File: src/i8rq_pkg.sv
// Shared types, constants and helpers for the int8 block requantizer.
// Used by i8rq_round_unit and int8_block_requantizer_top; no dependencies.
package i8rq_pkg;

    // Block storage.
    localparam int BLOCK_DEPTH = 64;
    localparam int ADDR_W      = $clog2(BLOCK_DEPTH);
    localparam int CNT_W       = $clog2(BLOCK_DEPTH + 1);

    // Field widths.
    localparam int ACC_W   = 32;
    localparam int EXP_W   = 8;
    localparam int Q_W     = 8;
    localparam int SHIFT_W = 5;
    localparam int MU_W    = 5;
    localparam int RANGE_W = 5;

    // Activation target width.
    localparam int ACT_BITS = 7;

    // Configuration port.
    localparam int CFG_IDX_W  = 1;
    localparam int CFG_DATA_W = 5;
    localparam logic [CFG_IDX_W-1:0] CFG_MODE      = 1'd0;
    localparam logic [CFG_IDX_W-1:0] CFG_GRAD_BITS = 1'd1;
    localparam logic [MU_W-1:0]      GRAD_BITS_RST = 5'd5;

    // Modes.
    localparam logic MODE_ACT  = 1'b0;
    localparam logic MODE_GRAD = 1'b1;

    // Per-element operation of the rounding unit.
    localparam int OP_W = 2;
    localparam logic [OP_W-1:0] OP_ZERO  = 2'd0;
    localparam logic [OP_W-1:0] OP_PASS  = 2'd1;
    localparam logic [OP_W-1:0] OP_ROUND = 2'd2;

    // Stage enables from the sequencer to the rounding unit.
    typedef struct packed {
        logic load;
        logic finish;
    } ctrl_t;

    // Clamp a 33-bit signed value to signed 8 bits.
    function automatic logic signed [Q_W-1:0] sat8(input logic signed [ACC_W:0] v);
        logic signed [Q_W-1:0] res;
        if (v > 33'sd127) begin
            res = 8'sd127;
        end else if (v < -33'sd128) begin
            res = -8'sd128;
        end else begin
            res = v[Q_W-1:0];
        end
        return res;
    endfunction

endpackage

File: src/i8rq_ram.sv
// Generic single-port-write, single-port-read RAM with registered read data.
// No dependencies.
module i8rq_ram #(
    parameter int WIDTH = 32,
    parameter int DEPTH = 64
) (
    input  logic                     aclk,
    input  logic                     wr_en,
    input  logic [$clog2(DEPTH)-1:0] wr_addr,
    input  logic [WIDTH-1:0]         wr_data,
    input  logic                     rd_en,
    input  logic [$clog2(DEPTH)-1:0] rd_addr,
    output logic [WIDTH-1:0]         rd_data
);

    logic [WIDTH-1:0] mem [DEPTH];
    logic [WIDTH-1:0] rd_data_reg;

    // Write port and registered read port.
    always_ff @(posedge aclk) begin
        if (wr_en) begin
            mem[wr_addr] <= wr_data;
        end
        if (rd_en) begin
            rd_data_reg <= mem[rd_addr];
        end
    end

    assign rd_data = rd_data_reg;

endmodule

File: src/i8rq_round_unit.sv
// Shared two-stage rounding unit: pseudo-stochastic rounding, pass-through
// or zeroing of one element, saturated to int8. Depends on i8rq_pkg.
module i8rq_round_unit (
    input  logic                                aclk,
    input  i8rq_pkg::ctrl_t                     ctrl,
    input  logic [i8rq_pkg::OP_W-1:0]           op,
    input  logic [i8rq_pkg::SHIFT_W-1:0]        shift,
    input  logic signed [i8rq_pkg::ACC_W-1:0]   value,
    output logic signed [i8rq_pkg::Q_W-1:0]     q_value
);
    import i8rq_pkg::*;

    logic signed [ACC_W:0]   t_reg, t_next;
    logic [ACC_W-1:0]        r_reg, r_next;
    logic                    neg_reg;
    logic [OP_W-1:0]         op_reg;
    logic [SHIFT_W-1:0]      sh_reg;
    logic signed [ACC_W-1:0] val_reg;
    logic signed [Q_W-1:0]   q_reg, q_next;

    logic signed [ACC_W:0]   val_ext;
    logic [SHIFT_W-2:0]      half;
    logic [ACC_W-1:0]        q_part, p_part;
    logic signed [ACC_W:0]   adj, rounded;

    // First stage: split the value into quotient and remainder by the shift.
    always_comb begin
        val_ext = {value[ACC_W-1], value};
        t_next  = val_ext >>> shift;
        r_next  = value & ~({ACC_W{1'b1}} << shift);
    end

    // Second stage: compare the high and low parts of the remainder.
    always_comb begin
        half   = sh_reg[SHIFT_W-1:1];
        q_part = r_reg >> half;
        p_part = r_reg & ~({ACC_W{1'b1}} << half);
        if (sh_reg[0]) begin
            p_part = p_part << 1;
        end
        adj = '0;
        if (q_part > p_part) begin
            adj = neg_reg ? -33'sd1 : 33'sd1;
        end
        rounded = t_reg + adj;
        unique case (op_reg)
            OP_ROUND: q_next = sat8(rounded);
            OP_PASS:  q_next = sat8({val_reg[ACC_W-1], val_reg});
            default:  q_next = '0;
        endcase
    end

    // Stage registers.
    always_ff @(posedge aclk) begin
        if (ctrl.load) begin
            t_reg   <= t_next;
            r_reg   <= r_next;
            neg_reg <= value[ACC_W-1];
            op_reg  <= op;
            sh_reg  <= shift;
            val_reg <= value;
        end
        if (ctrl.finish) begin
            q_reg <= q_next;
        end
    end

    assign q_value = q_reg;

endmodule

File: src/int8_block_requantizer_top.sv
// Top level of the int8 block requantizer: block store, range search,
// drain sequencer and output register. Depends on i8rq_pkg, i8rq_ram, i8rq_round_unit.
//
//   Channel  Direction  Handshake              Contents
//   s_       in         s_tvalid / s_tready    acc_value, exp_in; tlast = is_last
//   m_       out        m_tvalid / m_tready    q_value, exp_out, shift_used; tlast = end_of_block
//   cfg_     in         cfg_valid / cfg_ready  register index and write data
//
// Loading accepts a word whenever s_tvalid is high in the load state. The word marked last
// starts a range search that shifts the peak magnitude less one by one bit per cycle, then a
// setup state; each stored element then passes through the read, load, finish and output
// states via the RAM read port and the two-stage rounding unit, and the output state waits
// while the output side stalls. The block takes no input word while it drains. Reset is synchronous, active low.
module int8_block_requantizer_top (
    input  logic        aclk,
    input  logic        aresetn,
    // Input stream: [31:0] acc_value, [39:32] exp_in.
    input  logic        s_tvalid,
    output logic        s_tready,
    input  logic [39:0] s_tdata,
    input  logic        s_tlast,
    // Result stream: [7:0] q_value, [15:8] exp_out, [20:16] shift_used, [23:21] zero.
    output logic        m_tvalid,
    input  logic        m_tready,
    output logic [23:0] m_tdata,
    output logic        m_tlast,
    // Configuration writes.
    input  logic                              cfg_valid,
    output logic                              cfg_ready,
    input  logic [i8rq_pkg::CFG_IDX_W-1:0]    cfg_index,
    input  logic [i8rq_pkg::CFG_DATA_W-1:0]   cfg_data
);
    import i8rq_pkg::*;

    // Sequencer states.
    localparam int ST_W = 3;
    localparam logic [ST_W-1:0] S_LOAD  = 3'd0;
    localparam logic [ST_W-1:0] S_PREP  = 3'd1;
    localparam logic [ST_W-1:0] S_RANGE = 3'd2;
    localparam logic [ST_W-1:0] S_SETUP = 3'd3;
    localparam logic [ST_W-1:0] S_READ  = 3'd4;
    localparam logic [ST_W-1:0] S_LDU   = 3'd5;
    localparam logic [ST_W-1:0] S_FIN   = 3'd6;
    localparam logic [ST_W-1:0] S_OUT   = 3'd7;

    logic [ST_W-1:0]         state_reg, state_next;
    logic [CNT_W-1:0]        fill_reg, fill_next;
    logic [CNT_W-1:0]        idx_reg, idx_next;
    logic [ACC_W-1:0]        max_reg, max_next;
    logic [ACC_W-1:0]        x_reg, x_next;
    logic [RANGE_W-1:0]      b_reg, b_next;
    logic signed [EXP_W-1:0] exp_in_reg, exp_in_next;
    logic signed [EXP_W-1:0] exp_out_reg, exp_out_next;
    logic [SHIFT_W-1:0]      used_reg, used_next;
    logic [OP_W-1:0]         op_reg, op_next;
    logic                    m_valid_reg, m_valid_next;
    logic                    m_last_reg, m_last_next;
    logic                    mode_reg;
    logic [MU_W-1:0]         grad_bits_reg;

    logic                    s_fire, m_fire, cfg_fire;
    logic signed [ACC_W-1:0] s_value;
    logic signed [EXP_W-1:0] s_exp;
    logic [ACC_W-1:0]        s_mag;
    logic                    ram_we, ram_re;
    logic [ACC_W-1:0]        ram_rdata;
    logic signed [6:0]       sh_sgn;
    logic signed [EXP_W:0]   exp_sum;
    ctrl_t                   ru_ctrl;
    logic signed [Q_W-1:0]   ru_q;

    assign s_value  = s_tdata[ACC_W-1:0];
    assign s_exp    = s_tdata[ACC_W+EXP_W-1:ACC_W];
    assign s_tready = (state_reg == S_LOAD);
    assign s_fire   = s_tvalid && s_tready;
    assign m_fire   = m_valid_reg && m_tready;
    assign cfg_ready = 1'b1;
    assign cfg_fire  = cfg_valid && cfg_ready;

    // Magnitude of the incoming word; the most negative value maps to 2^31.
    assign s_mag  = s_value[ACC_W-1] ? (~s_value + 32'd1) : s_value;
    assign ram_we = s_fire && (fill_reg < CNT_W'(BLOCK_DEPTH));
    assign ram_re = (state_reg == S_READ);

    i8rq_ram #(
        .WIDTH (ACC_W),
        .DEPTH (BLOCK_DEPTH)
    ) u_store (
        .aclk    (aclk),
        .wr_en   (ram_we),
        .wr_addr (fill_reg[ADDR_W-1:0]),
        .wr_data (s_value),
        .rd_en   (ram_re),
        .rd_addr (idx_reg[ADDR_W-1:0]),
        .rd_data (ram_rdata)
    );

    assign ru_ctrl.load   = (state_reg == S_LDU);
    assign ru_ctrl.finish = (state_reg == S_FIN);

    i8rq_round_unit u_round (
        .aclk    (aclk),
        .ctrl    (ru_ctrl),
        .op      (op_reg),
        .shift   (used_reg),
        .value   (ram_rdata),
        .q_value (ru_q)
    );

    // Sequencer and datapath next-state logic.
    always_comb begin
        state_next   = state_reg;
        fill_next    = fill_reg;
        idx_next     = idx_reg;
        max_next     = max_reg;
        x_next       = x_reg;
        b_next       = b_reg;
        exp_in_next  = exp_in_reg;
        exp_out_next = exp_out_reg;
        used_next    = used_reg;
        op_next      = op_reg;
        m_valid_next = m_valid_reg;
        m_last_next  = m_last_reg;
        sh_sgn       = '0;
        exp_sum      = '0;

        unique case (state_reg)
            S_LOAD: begin
                if (s_fire) begin
                    if (ram_we) begin
                        fill_next = fill_reg + CNT_W'(1);
                        if (s_mag > max_reg) begin
                            max_next = s_mag;
                        end
                    end
                    if (s_tlast) begin
                        exp_in_next = s_exp;
                        state_next  = S_PREP;
                    end
                end
            end
            S_PREP: begin
                // Range of max is the bit length of max - 1, zero for max of zero.
                x_next     = (max_reg == '0) ? '0 : (max_reg - 32'd1);
                b_next     = '0;
                state_next = S_RANGE;
            end
            S_RANGE: begin
                if (x_reg != '0) begin
                    x_next = x_reg >> 1;
                    b_next = b_reg + RANGE_W'(1);
                end else begin
                    state_next = S_SETUP;
                end
            end
            S_SETUP: begin
                // Choose the block's operation, shift and exponent.
                if (mode_reg == MODE_ACT) begin
                    sh_sgn = $signed({2'b00, b_reg}) - 7'sd7;
                    if (sh_sgn > 7'sd0) begin
                        exp_sum      = $signed({exp_in_reg[EXP_W-1], exp_in_reg})
                                       + $signed({4'b0000, sh_sgn[SHIFT_W-1:0]});
                        used_next    = sh_sgn[SHIFT_W-1:0];
                        exp_out_next = sat8({{(ACC_W-EXP_W){exp_sum[EXP_W]}}, exp_sum});
                        op_next      = OP_ROUND;
                    end else begin
                        used_next    = '0;
                        exp_out_next = exp_in_reg;
                        op_next      = OP_PASS;
                    end
                end else begin
                    sh_sgn       = $signed({2'b00, b_reg}) - $signed({2'b00, grad_bits_reg});
                    used_next    = '0;
                    exp_out_next = '0;
                    if (b_reg == '0) begin
                        op_next = OP_ZERO;
                    end else if (sh_sgn >= 7'sd1) begin
                        used_next    = sh_sgn[SHIFT_W-1:0];
                        exp_out_next = {3'b000, sh_sgn[SHIFT_W-1:0]};
                        op_next      = OP_ROUND;
                    end else begin
                        op_next = OP_PASS;
                    end
                end
                idx_next   = '0;
                state_next = S_READ;
            end
            S_READ: begin
                state_next = S_LDU;
            end
            S_LDU: begin
                state_next = S_FIN;
            end
            S_FIN: begin
                m_valid_next = 1'b1;
                m_last_next  = (idx_reg + CNT_W'(1) == fill_reg);
                state_next   = S_OUT;
            end
            S_OUT: begin
                if (m_fire) begin
                    m_valid_next = 1'b0;
                    if (m_last_reg) begin
                        fill_next  = '0;
                        max_next   = '0;
                        state_next = S_LOAD;
                    end else begin
                        idx_next   = idx_reg + CNT_W'(1);
                        state_next = S_READ;
                    end
                end
            end
            default: begin
                state_next = S_LOAD;
            end
        endcase
    end

    // Control registers.
    always_ff @(posedge aclk) begin
        if (!aresetn) begin
            state_reg     <= S_LOAD;
            fill_reg      <= '0;
            max_reg       <= '0;
            m_valid_reg   <= 1'b0;
            mode_reg      <= MODE_ACT;
            grad_bits_reg <= GRAD_BITS_RST;
        end else begin
            state_reg   <= state_next;
            fill_reg    <= fill_next;
            max_reg     <= max_next;
            m_valid_reg <= m_valid_next;
            if (cfg_fire) begin
                if (cfg_index == CFG_MODE) begin
                    mode_reg <= cfg_data[0];
                end else if (cfg_index == CFG_GRAD_BITS) begin
                    grad_bits_reg <= cfg_data[MU_W-1:0];
                end
            end
        end
    end

    // Datapath registers.
    always_ff @(posedge aclk) begin
        idx_reg     <= idx_next;
        x_reg       <= x_next;
        b_reg       <= b_next;
        exp_in_reg  <= exp_in_next;
        exp_out_reg <= exp_out_next;
        used_reg    <= used_next;
        op_reg      <= op_next;
        m_last_reg  <= m_last_next;
    end

    assign m_tvalid = m_valid_reg;
    assign m_tlast  = m_last_reg;
    assign m_tdata  = {3'b000, used_reg, exp_out_reg, ru_q};

    // Input and output are never open at the same time.
    a_no_overlap: assert property (@(posedge aclk) disable iff (!aresetn)
        !(s_tready && m_tvalid))
        else $error("input ready while a result word is pending");

    // The fill count never exceeds the store depth.
    a_fill_bound: assert property (@(posedge aclk) disable iff (!aresetn)
        fill_reg <= CNT_W'(BLOCK_DEPTH))
        else $error("fill count beyond store depth");

    // Delivering the final word of a block empties the store.
    a_block_end: assert property (@(posedge aclk) disable iff (!aresetn)
        (m_tvalid && m_tready && m_tlast) |=> (fill_reg == '0 && max_reg == '0 && s_tready))
        else $error("store not cleared after end of block");

    // A result word only follows the finishing stage of the rounding unit.
    a_out_after_fin: assert property (@(posedge aclk) disable iff (!aresetn)
        $rose(m_tvalid) |-> $past(state_reg == S_FIN))
        else $error("result word raised outside the finishing stage");

endmodule

File: config.mk
export PLATFORM = sky130hd
export DESIGN_NAME = int8_block_requantizer_top
export DESIGN_NICKNAME = d
export VERILOG_FILES = /design/src/i8rq_pkg.sv /design/src/i8rq_ram.sv /design/src/i8rq_round_unit.sv /design/src/int8_block_requantizer_top.sv
export SDC_FILE = /design/constraint.sdc
export NUM_CORES = 2
export LEC_CHECK = 0
export BUFFER_PORTS_ARGS = -buffer_cell sky130_fd_sc_hd__buf_4
export CAP_MARGIN = 20
export CORE_MARGIN = 2
export CORE_UTILIZATION = 65
export CTS_BUF_LIST = sky130_fd_sc_hd__clkbuf_2 sky130_fd_sc_hd__clkbuf_4 sky130_fd_sc_hd__clkbuf_8
export DETAILED_ROUTE_END_ITERATION = 10
export GPL_TIMING_DRIVEN = 0
export PLACE_DENSITY = 0.84
export SETUP_SLACK_MARGIN = 0.2
export SLEW_MARGIN = 40
export SYNTH_ARGS = -nofsm -noshare
export SYNTH_HDL_FRONTEND = slang
export SYNTH_SLANG_ARGS = --single-unit
File: constraint.sdc
create_clock -name aclk -period 7.4 [get_ports aclk]
set_input_delay 1.48 -clock aclk [delete_from_list [all_inputs] [get_ports aclk]]
set_output_delay 1.48 -clock aclk [all_outputs]
set_load 0.005 [all_outputs]
; Yosys cells after proc, flatten, opt, wreduce, memory -nomap -nowiden
; Memories as Yosys holds them, arrays and structs flattened. A register that Yosys moved wholly into a read port is not among the register bits.
; Cells that the tools add are included.
[totals]
register_bits = 230
input_bits = 52
n_memories = 1
wordCells = 143
ramBits = 2048
output_inout_bits = 28
[classes]
n_eq_ne = 19
reduce_logical = 20
bitwise_logic = 6
n_shift = 4
n_mux = 52
order_cmp = 11
add_sub_neg = 9
[mem_list]
columns = memory, words, width, rd, rd_clocked_by_memory_dff, write_ports, line
row1 = u_store.mem, 64, 32, 1, 1, 1, i8rq_ram.sv:16  ; logic [WIDTH-1:0] mem [DEPTH];
[ops]
columns = cell, n
row1 = 32-bit two-way mux, 9
row2 = 32-bit one-hot mux with 2 select lines, 2
row3 = 32-bit NOT, 3
row4 = 33-bit two-way mux, 2
row5 = 32-bit bitwise AND, 2
row6 = 32-bit greater-than comparator, 2
row7 = 8-bit two-way mux, 8
row8 = 7-bit two-way mux, 6
row9 = 5-bit two-way mux, 7
row10 = 33-bit adder, 1
row11 = 33-bit by 8-bit greater-than comparator with 1-bit output (second input constant), 1
row12 = 33-bit by 8-bit < comparator with 1-bit output (second input constant), 1
row13 = 32-bit by 5-bit >>> shifter with 33-bit output, 1
row14 = 32-bit by 1-bit adder with 32-bit output (second input constant), 1
row15 = 32-bit by 8-bit greater-than comparator with 1-bit output (second input constant), 1
row16 = 32-bit zero test, 1
row17 = 32-bit by 8-bit < comparator with 1-bit output (second input constant), 1
row18 = 32-bit nonzero test, 1
row19 = 32-bit by 4-bit << shifter with 32-bit output (first input constant), 1
row20 = 32-bit by 5-bit << shifter with 32-bit output (first input constant), 1
row21 = 32-bit by 4-bit right shift with 32-bit output, 1
row22 = 32-bit by 1-bit subtractor with 32-bit output (second input constant), 1
row23 = 7-bit one-hot mux with 2 select lines, 2
row24 = 3-bit one-hot mux with 8 select lines, 1
row25 = 34 further kinds, 64

; Logic depth before layout (Yosys ltp)
[depth]
ltp_word = 11
ltp_mapped = 30
mapped_depth_nobuf = 26

; Modules after synthesis
; A second synthesis with hierarchy kept.
[unflattened]
hier_cells = 5252
hier_area_um2 = 96353.7
[modules_own_cells]
columns = module, cells_per_inst, seq_area_each_um2, area_each_um2, n_inst
row1 = i8rq_ram, 3324, 62459.9, 78833.1, 1
row2 = i8rq_round_unit, 1078, 3273.1, 9743.1, 1
row3 = int8_block_requantizer_top, 850, 3022.9, 7777.5, 1

; Worst setup path before layout
; Ideal clock, no wire load.
[synth_timing]
kind = register to register
start = reg u_round.sh_reg[2]
end = reg u_round.q_reg[2], in the netlist u_round.q_value[2] (data pin)
path_buffers = 4
stages_incl_launch_ff = 29
arrival_ns = 6.539
setup_time_ns = 0.269
slack_ns = 0.592
path_cell_list = edfxtp_1 -> clkbuf_1 -> buf_1 -> clkbuf_1 -> mux4_2 -> mux2_2 -> nor2_1 -> a21oi_1 -> ha_1 -> nand4_1 -> nor3_1 -> o21ai_0 -> o211a_2 -> o21a_2 -> inv_2 -> nand2_1 -> inv_2 -> ha_1 -> clkbuf_1 -> a211oi_1 -> o21ai_1 -> a221oi_1 -> nor2b_1 -> a211oi_1 -> nor4_1 -> nor4b_1 -> nand4_2 -> o31ai_1 -> o41ai_1
[synth_between]
elab_chain_cells = 11
elab_cells_between_ends = 13
[synth_rtl]
columns = item, line
row1 = from (decl), i8rq_round_unit.sv:17  ; logic [SHIFT_W-1:0] sh_reg;
row2 = from (signal assigned), i8rq_round_unit.sv:60  ; sh_reg <= shift;
row3 = 32-bit by 4-bit << shifter with 32-bit output, i8rq_round_unit.sv:37  ; p_part = r_reg & ~({ACC_W{1'b1}} << half);
row4 = 32-bit NOT, i8rq_round_unit.sv:37
row5 = 32-bit bitwise AND, i8rq_round_unit.sv:37
row6 = 32-bit two-way mux, i8rq_round_unit.sv:38  ; if (sh_reg[0]) begin
row7 = 32-bit greater-than comparator (*), i8rq_round_unit.sv:42  ; if (q_part > p_part) begin
row8 = 33-bit two-way mux (*), i8rq_round_unit.sv:42
row9 = 33-bit adder (*), i8rq_round_unit.sv:45  ; rounded = t_reg + adj;
row10 = 33-bit by 8-bit < comparator with 1-bit output, i8rq_pkg.sv:49  ; end else if (v < -33'sd128) begin
row11 = 8-bit two-way mux, i8rq_pkg.sv:49
row12 = 8-bit two-way mux (*), i8rq_pkg.sv:47  ; if (v > 33'sd127) begin
row13 = 8-bit one-hot mux with 2 select lines (*), i8rq_round_unit.sv:46  ; unique case (op_reg)
row14 = to (signal assigned), i8rq_round_unit.sv:64  ; q_reg <= q_next;
row15 = to (decl), i8rq_round_unit.sv:19  ; logic signed [Q_W-1:0] q_reg, q_next;
; Every way passes the cells marked *; elsewhere a longest branch is shown, timed or not.
; A chain may end at the register's enable or synchronous reset.

; Worst setup path in the final report
[layout_timing]
start = reg u_round.sh_reg[2]
end = reg u_round.q_reg[4], in the netlist u_round.q_value[4] (data pin)
; Same word-level chain as after synthesis.

==> out/qor.yml <==
cts-hold-fix-buffers: 0
fin_setup_tns_ns: 0
crit_buf_inv: 6
synth_area_mm2: 0.0958
synth-edff-count: 2257
synthTopCellsByArea: "edfxtp_1 71%, mux4_2 16%, ha_1 1.3%, nand2_1 1.1%, mux2i_1 1.1%"
cts_sinks: 2306
largest_reg_flops: 2048
dp_cells: 7049
fp.dieArea_mm2: 0.150
avgSynthCellArea_um2: 19.5
ioPinCount: 80
rows: 140
core_area_mm2: 0.146
m1WireLength_mm: 93.7
grt_max_degree: 71
fmax_ghz: 0.146
critPathTopFamily: "compound AO/OA/AOI/OAI gates"
ys_ff_latch: 2306
max_stage_delay_ns: 0.50
drt_pass1_iterations: 8
status: "finished, final reports clean"
met3_length_mm: 45.1
holdWs_ns: 0.423
wl_per_cell_um: 40.1
synth_cell_types: 91
leakagePower_nw: 36.0
hold_path_class: "register to register"
crit_required_ns: 8.09
syn_to_final_growth_pct: 15.1
ys_seq_area_frac: 0.718
slew_violations: 0
grt_pass1_wl_mm: 430
start_util: 0.657
regMostFlops: "u_store.mem"
viasPerCell: 7.53
cts_tree: "built"
crit_slowest_cell: "mux4_2"
synth.top_cell.area_share: 0.707
fin_cells: 7709
highest_layer: "met5"
synth_cells: 4911
dr_total_vias: 58061
grt_pass1_vias: 57915
synth_top_flop_cell: "edfxtp_1"
portBuffers: 74
routed_wl_mm: 309
hold_violations: 0
die_y_um: 388
post-route-drc-count: 0
synth_most_common_cell: "edfxtp_1"
ant_nets: 0
setup_viol: 0
gp_congestion: 0.974
die_w_um: 388
cp-start-kind: "register"
final_layout_size_suffix_gt1_frac: 0.309
cts.clk_slew.worst_paths_ns: 0.06
synth_top_area_cell: "edfxtp_1"
yosys_warnings: 0
crit_type: "register to register"
powerDensity_mw_per_mm2: 251
synthArstFlopShare: 0
rsz0062_at_grt: "false"
place_ws_ns: -1.04
worst-slew-pin-transition_ns: 1.03
met2_length_mm: 143
cts_htree_levels: 5
first_iter_violations: 9846
cp-end-kind: "register"
grt_usage: 0.414
clock_latency_ns: 1.11
grt_antenna_before_repair: 25
post-route-period-util: 0.928
clock_path_buffers: 4
grt_overflow: 0
arrival_ns: 7.56
yosys-top-cells-count: "2257 x edfxtp_1, 691 x mux4_2, 274 x nand2_1, 200 x nor2_1, 188 x clkbuf_1"
drv_cap: 0
ir_worst_vdd_mv: 0.240
root_buffer: "clkbuf_8"
hpwl_mm: 195
cts_buffers: 366
fin_nets: 5668
slew_headroom: 0.315
cp_max_fo: 15
layout_setup_ws_ns: 0.533
finClkSkew_ns: 0.124
fin_crit_ns: 6.87
-- area by class of cell --
class / instances / area (um2)
multi-input cells: 2269 / 26700
repair inverters: 1 / 8.76
well taps: 1917 / 2400
inverters: 84 / 342
plain buffers: 254 / 1170
diodes: 13 / 32.5
fillers: 7098 / 35700
repair buffers: 234 / 4060
clock buffers: 476 / 5910
flip-flops and latches: 2306 / 68800
clock inverters: 155 / 913
-- worst paths after layout --
kind                                   startpoint                  to  slack (ns)  depth (start not counted)
worst max-delay path            u_round.sh_reg[2]  u_round.q_value[4]        0.53                         27
worst min-delay path                    op_reg[1]   u_round.op_reg[1]        0.42                          0
worst max register to register  u_round.sh_reg[2]  u_round.q_value[4]        0.53                         27
worst min register to register          op_reg[1]   u_round.op_reg[1]        0.42                          0
-- per-layer routing --
| layer | vias up | track usage |
|---|---|---|
| li1 | 21588 | - |
| met5 | - | 0 |
| met4 | 18 | 0.293 |
| met2 | 6192 | 0.636 |
| met1 | 28676 | 0.498 |
| met3 | 1587 | 0.139 |
-- repair_timing --
| action | 4_1_cts | 5_1_grt |
|---|---|---|
| cloned | 0 | 1 |
| endpoints found under the setup margin | 8 | 7 |
| resized for setup | 31 | 63 |
| buffers inserted | 4 | 7 |
| pin swaps | 5 | 8 |
-- worst register-to-register path, cell delays in order (launching register included) --
cell and delay, ns:
edfxtp_1 0.42, buf_4 0.20, buf_4 0.18, clkbuf_2 0.22, a211oi_1 0.27, a21oi_1 0.13
mux4_2 0.50, ha_1 0.31, nand2_1 0.07, nor3_2 0.20, o21ai_0 0.11, o211a_2 0.26
o21a_2 0.27, inv_2 0.14, nand2_4 0.11, bufinv_16 0.26, ha_1 0.24, clkbuf_2 0.18
a211oi_2 0.27, o21ai_2 0.15, a221oi_2 0.39, nor2b_1 0.23, a211oi_2 0.12, nor4_1 0.32
nor4b_4 0.29, nand4_4 0.20, o31ai_2 0.34, o41ai_2 0.12
-- stage by stage --
step / total power (W) / util / area, um2
2_1_floorplan: 0.0163 / - / 95800
3_3_place_gp: 0.0170 / 0.677 / 98800
3_5_place_dp: 0.0172 / 0.704 / 103000
4_1_cts: 0.0275 / 0.752 / 110000
5_1_grt: 0.0282 / 0.755 / 110000
6_report: 0.0277 / 0.756 / 110000
-- kinds of logic (layout without fill, tap and decap cells) --
group                    count (synthesis)  count (layout)  share of synthesized area
AND/OR/NAND/NOR                        781             781                     0.0386
buffers and inverters                  338            1204                     0.0135
flip-flops                            2306            2306                      0.718
XOR/XNOR                                96              96                    0.00878
AO/OA/AOI/OAI                          460             460                     0.0305
other                                    2              17                  0.0000784
adder cells (fa/ha/maj)                100             100                     0.0133
multiplexers                           828             828                      0.178
-- cell usage in the layout (no fill, tap or decap), types with 18 or more instances in the layout --
cell type and n:
nor4_1 36, nand2_1 267, clkinv_2 38, buf_2 41, ha_1 94, nand3_1 45
buf_4 89, mux2i_1 100, buf_8 40, nor2b_1 36, clkbuf_4 102, mux2_2 30
nand2b_1 24, xnor2_1 76, a211oi_1 18, clkbuf_1 99, clkinv_1 103, nor3_1 22
inv_1 74, nor2_1 130, a21oi_1 99, dfxtp_1 49, o21ai_0 31, a21o_1 31
clkbuf_8 375, mux4_2 691, clkbuf_2 95, nand4_1 37, and3_1 18, buf_16 96
xor2_1 18, edfxtp_1 2257, o21ai_1 109, nor2_4 65
-- power breakdown --
part | total (W) | internal [W] | switching (W)
Sequential | 0.0147 | 0.0146 | 0.000136
Combinational | 0.00234 | 0.000860 | 0.00148
Clock | 0.0106 | 0.00553 | 0.00505
Power figures use the tool's default switching activity.
